`config.mk`:
```
export PLATFORM = sky130hd
export DESIGN_NAME = sscs_ram
export DESIGN_NICKNAME = d
export VERILOG_FILES = /design/src/rtl/sscs_ram.sv
export SDC_FILE = /design/constraint.sdc
export NUM_CORES = 1
export LEC_CHECK = 0
export BUFFER_PORTS_ARGS = -buffer_cell sky130_fd_sc_hd__clkbuf_2
export CAP_MARGIN = 40
export CORE_MARGIN = 8
export CORE_UTILIZATION = 47
export CTS_CLUSTER_DIAMETER = 100
export DETAILED_ROUTE_END_ITERATION = 6
export HOLD_SLACK_MARGIN = 0.15
export PLACE_DENSITY = 0.76
export SYNTH_ARGS = -nofsm -noshare
export SYNTH_HDL_FRONTEND = slang
export SYNTH_SLANG_ARGS = --single-unit
```
`constraint.sdc`:
```
create_clock -name clock -period 2.9 [get_ports clock]
set_clock_uncertainty 0.15 [all_clocks]
set_input_delay 0.145 -clock clock [delete_from_list [all_inputs] [get_ports clock]]
set_output_delay 0.145 -clock clock [all_outputs]
set_load 0.05 [all_outputs]
```
`src/rtl/sscs_ram.sv`:
```
// Generic single-write, single-read synchronous RAM with registered read data.
// Standalone; used for the sparse map and the dense entry array.
`default_nettype none

module sscs_ram #(
   parameter int WIDTH = 8,
   parameter int DEPTH = 16
) (
   input  wire logic                     clock,
   input  wire logic                     wr_en,
   input  wire logic [$clog2(DEPTH)-1:0] wr_addr,
   input  wire logic [WIDTH-1:0]         wr_data,
   input  wire logic [$clog2(DEPTH)-1:0] rd_addr,
   output logic      [WIDTH-1:0]         rd_data
);

   logic [WIDTH-1:0] mem [DEPTH];

   always_ff @(posedge clock) begin
      if (wr_en) begin
         mem[wr_addr] <= wr_data;
      end
      rd_data <= mem[rd_addr];
   end

endmodule

`default_nettype wire

```
# Word-level counts from Yosys, hierarchy flattened
# Memories as Yosys holds them, arrays and structs flattened. A register that Yosys moved wholly into a read port is not among the register bits.
# Index checks and enable logic that the tools add are counted.
[word_totals]
regBits = 0
ram_bits = 128
elab_cells = 3
memories = 1
[op_classes]
n_mux = 2
[memory_table]
columns = ["name", "depth", "word_bits", "read_ports", "rd_ports_with_merged_regs", "write_ports", "line_no", "rtl"]
rows = [
  ["mem", 16, 8, 1, 1, 1, "17", "logic [WIDTH-1:0] mem [DEPTH];"],
]
[ops]
columns = ["op", "count"]
rows = [
  ["$mux W1", 2],
]

# Longest topological paths before layout
# Gate-level depths: netlist of run 1.
[depth]
word_depth = 2
ltp_mapped = 5
mapped_depth_nobuf = 3

# Least setup slack after synthesis of run 1
# OpenSTA, ideal clock, no wires.
[synth_path]
kind = "input port to flip-flop"
startpoint = "input wr_addr[2]"
endpoint = "memory mem[0][0], enable pin"
arrival_ns = 1.255
required_time_ns = 2.367
path_slack_ns = 1.112
cell_stages = 2
n_path_buf = 0
cell_sequence = "or3b_2 > nor3_1"
[synth_lines]
columns = ["element", "line_no", "rtl"]
rows = [
  ["from (decl)", "11", "input wire logic [$clog2(DEPTH)-1:0] wr_addr,"],
  ["to (decl)", "17", ""],
]
# Straight into the memory's write port.

# Worst setup path after layout of run 1
[layout_path]
startpoint = "input wr_addr[2]"
endpoint = "memory mem[1][3], enable pin"
# Straight into the memory's write port.

==> results of run 1 <==
-- area by class of cell --
type	count	area [um2]
multi-input combinational	83	1060
sequential	136	4000
fill	757	4500
clock buffer	19	422
timing repair buffer	54	425
antenna	1	2.50
clock inverter	13	156
tap	140	175
-- layer usage --
layer	global-route usage	vias up
met2	0.253	108
met3	0.0350	24
li1	-	1101
met1	0.168	1278
met4	0.0765	0
met5	0	-
-- cells in the mapped netlist --
| library cell | n | share of area |
|---|---|---|
| a22oi_1 | 16 | 0.023 |
| edfxtp_1 | 128 | 0.75 |
| nand2b_1 | 2 | 0.0024 |
| buf_4 | 1 | 0.0015 |
| nand3b_1 | 2 | 0.0029 |
| or3b_2 | 1 | 0.0017 |
| nand3_1 | 1 | 0.00097 |
| buf_2 | 3 | 0.0029 |
| nand2_1 | 9 | 0.0066 |
| mux4_1 | 14 | 0.071 |
| nor3_1 | 4 | 0.0039 |
| nor2b_1 | 1 | 0.0012 |
| dfxtp_1 | 8 | 0.031 |
| mux4_2 | 18 | 0.079 |
| clkdlybuf4s25_2 | 3 | 0.0058 |
| nor2_1 | 13 | 0.0095 |
| and2_1 | 1 | 0.0012 |
| buf_6 | 3 | 0.0066 |
| and2b_1 | 1 | 0.0015 |
-- power groups by stage --
stage	Sequential, uW	Clock [uW]	Combinational [uW]
after detailed placement	2250	0	244
after global placement	2250	0	234
after CTS	2210	2090	268
after global routing	2220	2170	281
final	2210	2070	265
after floorplan	2290	0	112
-- flip-flops by register name (all words and copies together) (netlist names) --
name / cells
mem: 128
rd_data: 8
-- cell usage in the layout, fill, tap and decap left out, drive strengths merged --
| cell | n |
|---|---|
| nand2 | 9 |
| nor3 | 4 |
| dlygate4sd3 | 20 |
| clkinvlp | 4 |
| and2b | 1 |
| nor2 | 13 |
| mux4 | 32 |
| a22oi | 16 |
| or3b | 1 |
| clkinv | 6 |
| nand3 | 1 |
| nand3b | 2 |
| and2 | 1 |
| nor2b | 1 |
| clkbuf | 44 |
| diode | 1 |
| dfxtp | 8 |
| bufinv | 3 |
| nand2b | 2 |
| edfxtp | 128 |
| buf | 9 |
-- path summary, 6_finish.rpt --
kind	start	endpoint	slack, ns	depth (start not counted)
worst max register to register	mem[1][3]$_DFFE_PP_	rd_data[3]$_DFF_P_	0.93	4
worst min-delay path	rd_addr[1]	rd_data[0]$_DFF_P_	0.30	4
worst max-delay path	wr_addr[2]	mem[1][3]$_DFFE_PP_	0.35	5
worst min register to register	mem[14][4]$_DFFE_PP_	rd_data[4]$_DFF_P_	0.53	3
-- cell families after synthesis --
group           count (synthesis)
buf+inv                        10
simple gates                   35
mux                            32
flops                         136
compound gates                 16
-- worst min-delay path: stages --
cell and delay [ns]:
clkbuf_2 0.31, mux4_1 0.31, a22oi_1 0.08, nand2_1 0.07
-- per-stage QoR --
stage | area, um2 | setup WS (ns)
after floorplan | 5150 | 1.11
after global placement | 5420 | 0.813
after detailed placement | 5460 | 0.792
after CTS | 6240 | 0.345
after global routing | 6240 | 0.292
final | 6240 | 0.355
==> results.md, run 1 <==
- CP Max Fanout: 8
- Mapped Cells: 229
- Iter 0 DRT Violations: between 150 and 200
- Die Area: about 15,000 um2
- Initial core utilization: 0.479
- Crit-path slowest cell: nor2_1
- Setup TNS: 0 ns
- Die H: between 100 and 150 um
- P&R area growth vs syn: 21.3%
- Crit share post-route: 0.878
- Post-Synth XOR/XNOR Area: 0
- Crit path DAT: 2.53 ns
- Max_slew headroom: 0.411
- Worst hold slack: ~0.30 ns
- Metal3 WL: 683 um
- Int Pwr: around 3600 uW
- Placed insts: approximately 390
- Startpoint Class: primary input
- Post-CTS Repair Setup Buffers: 0
- # port buffers: 25
- Clk buf depth: 2
- Total iterations of the first detailed-routing run: 4
- Status: finished, final reports clean
- Yosys cell types: 19
- Combinational power share: 0.058
- Least-Margin Pin Slew: between 0.8 and 0.9 ns
- Yosys reg bits: 136
- CP dominant cell by count: dlygate4sd3_1
- Routed vias/inst: about 5.6
- Post-cts gate resize count: 0
- Routed WL: 10.1 mm
- CP Data Required Time: approximately 2.9 ns
- Worst-path cell chain: dlygate4sd3_1, clkbuf_2, or3b_2, dlygate4sd3_1, nor2_1
- Largest family of logic cells by synthesized area: multiplexers
- Ratio of cells with drive above 1 in the final layout: 0.269
- Core ar.: around 11,000 um2
- Site row count: 38
- Layout Nets: 310
- Pwr Density: around 730 nW/um2
- Cell family with most CP delay: buffers and inverters
- Final Max Tran Viols: 0
- Final Wtd Congestion: roughly 0.75
- Total grt overflow: 0
- Avg Cell Area, Syn: about 22 um2
- M1 WL: between 3 and 4 mm
- Top Metal Used: met4
- CP Class: in -> reg
- Worst skew pair latency: a little over 0.5 ns
- Hold Crit Class: in -> reg
- Post-DP HPWL: 6.29 mm
- CTS Buf Count: 17
- CTS hold repair buffers: 20
- Initial antenna violation count: 1
- WL met2: 5.31 mm
- YS warnings: 0
- Mapped cell area: a little over 5000 um2
- Largest net degree at the start of global routing: 18
- CTS sink cnt: 136
- Gr usage total: 0.147
- Leakage: 0.00211 uW
- Final setup viols: 0
- Reg power frac: 0.487
- Register area share after synthesis: 0.778
- Final hold viol count: 0
- WP buf/inv: 3
- Syn Nets: 247
- First-pass GRT wire length: 15.2 mm
- Fmax: just under 0.4 GHz
- Layout Cells excl Fill: ~450
- Clock share of power: 0.455
- Sw frac: 0.208
- Post-synthesis adder-cell area fraction: 0
- Via count: roughly 2,500
- CP endpoint kind: flip-flop
- Crit-path max cell delay: between 0.6 and 0.7 ns
- Tmin final: approximately 2.5 ns
- RSZ-0062 raised after global routing: no
- Root Driver: clkbuf_8
- Max Cap Viol: 0
- # IOs: 26
- CTS tree: done
- P_sw: 946 uW
- Antenna viol nets, final: 0
- Multiplexer share of the synthesized area: 0.150
- H-tree levels: 4
- Post-layout util: 0.581
- VDD IR max: 0.000423 V
- Vias in the first global route: ~2,600
- Drt wl/cell: ~23 um
- Compound-cell area share of the yosys netlist: 0.0233
- # DRC: 0
- Clock-pin transition on the worst setup and hold timing paths: 0.06 ns
- Synth Area in Simple Gates: 0.0318
- Total power draw: around 4500 uW
- Die width: between 100 and 150 um
(Power assumes the default switching activity.)
==> run 2, diff against run 1 <==
CELL_PAD_IN_SITES_DETAIL_PLACEMENT = 1   (was default)
CELL_PAD_IN_SITES_GLOBAL_PLACEMENT = 2   (was default)
PLACE_DENSITY = 0.89   (was 0.76)
==> run 2 against run 1 <==
Non-clock buffer count rose by 2; highest routed layer unchanged; fmax increased by 2.2%; combinational power about the same; routed wire length increased by 16%; largest cell class unchanged; hold slack worse by 0.073 ns; critical path type unchanged; cell count is 0.22% higher.
==> results.md, run 2 (synthesis gave the netlist of run 1 again) <==
- Setup TNS: 0 ns
- Fmax: ~0.4 GHz
- Hold Crit Class: in -> reg
- Dpl ws: about 1 ns
- Status: finished, final reports clean
- Total grt overflow: 0
- Layout Nets: 312
- CP Class: in -> reg
- Post-cts gate resize count: 0
- Pwr Density: 775 nW/um2
- Final WS setup: between 0.4 and 0.5 ns
- Ant diodes: 0
- CP Max Fanout: 8
- Post-layout util: 0.589
- Least-Margin Pin Slew: between 0.9 and 1 ns
- Fillers: 936
- CTS Buf Count: 17
- Via count: between 2,000 and 3,000
- Ratio of cells with drive above 1 in the final layout: 0.287
- Leakage: between 0.002 and 0.0025 uW
- VDD IR max: approximately 0.00037 V
- Initial antenna violation count: 0
- Die H: around 120 um
- Final Max Tran Viols: 0
- Die Area: between 10,000 and 15,000 um2
- RSZ-0062 raised after global routing: no
- Multi-input gate area: roughly 1100 um2
- Die width: approximately 120 um
- Core ar.: 10,700 um2
- Commonest non-fill, non-tap cells in the layout: edfxtp_1, clkbuf_2, dlygate4sd3_1
- Startpoint Class: primary input
- Most common cell after layout, fill and taps aside: edfxtp_1
- Register Area: roughly 4000 um2
- Final setup viols: 0
- First-pass GRT wire length: ~18 mm
- Vias in the first global route: roughly 2,800
- Routed WL: around 12 mm
- Largest net degree at the start of global routing: 33
- Root Driver: clkbuf_8
- CTS tree: done
- # IOs: 26
- Crit path DAT: 2.49 ns
- Tmin final: approximately 2.5 ns
- Clock-pin transition on the worst setup and hold timing paths: roughly 0.06 ns
- Max Cap Viol: 0
- Iter 0 DRT Violations: about 170
- Worst hold slack: 0.228 ns
- # DRC: 0
- P&R area growth vs syn: 23.0%
- Final Wtd Congestion: approximately 0.78
- Post-CTS Repair Setup Buffers: 0
- CTS sink cnt: ~140
- Worst skew pair latency: approximately 0.52 ns
- Total iterations of the first detailed-routing run: 4
- Top flop regs: mem (128), rd_data (8)
- CP Data Required Time: 2.90 ns
- Routed vias/inst: 5.66
- Post-DP HPWL: around 7.1 mm
- Max reg flops: between 100 and 150
- # port buffers: 25
- Site row count: 38
- Initial core utilization: 0.479
- Drt wl/cell: 26.2 um
- Gr usage total: 0.172
- Antenna viol nets, final: 0
- Clk buf depth: 2
- Final hold viol count: 0
- H-tree levels: 4
- Top reg by flops: mem
- Max_slew headroom: 0.382
- CP endpoint kind: flip-flop
- Crit share post-route: 0.859
-- run 2: final timing paths --
| path | slack [ns] | end | start | depth (start not counted) |
|---|---|---|---|---|
| setup / recovery | 0.41 | mem[2][1]$_DFFE_PP_ | wr_addr[2] | 5 |
| hold / removal | 0.23 | rd_data[4]$_DFF_P_ | rd_addr[1] | 5 |
| setup reg to reg | 0.99 | rd_data[3]$_DFF_P_ | mem[9][3]$_DFFE_PP_ | 4 |
| hold reg to reg | 0.52 | rd_data[4]$_DFF_P_ | mem[14][4]$_DFFE_PP_ | 3 |
-- run 2: timing repair --
action / CTS / global route
endpoints found under the hold margin: 196 / 0
setup endpoints to repair: 0 / 0
hold buffers: 19 / 0
-- run 2: cell type report --
class	instances	area share
Tap cell	140	0.0277
Sequential cell	136	0.633
Timing Repair Buffer	56	0.0660
Multi-Input combinational cell	83	0.167
Clock buffer	20	0.0720
Clock inverter	12	0.0348
-- run 2: per-stage QoR --
stage	cell area (um2)	total power, uW	cells
5_1_grt	6330	5040	447
3_5_place_dp	5430	2500	391
6_report	6330	4900	447
2_1_floorplan	5150	2410	229
4_1_cts	6290	4950	442
3_3_place_gp	5420	2480	390
-- run 2: layer usage --
metal | part of all wire | global-route usage | vias to the layer above
met3 | 0.069 | 0.0466 | 4
met1 | 0.39 | 0.204 | 1325
met2 | 0.53 | 0.290 | 93
met5 | 0 | 0 | -
met4 | 0.0080 | 0.0710 | 0
li1 | - | - | 1106
-- run 2: worst max-delay path, cell delays in order --
cell           delay [ns]
dlygate4sd3_1        0.54
clkbuf_2             0.13
or3b_2               0.47
dlygate4sd3_1        0.63
nor2_1               0.58
-- run 2: report_power, final --
part	total [uW]	internal, uW	switching, uW
clock network	2420	1640	785
registers	2210	2200	13.5
logic	268	99.9	169
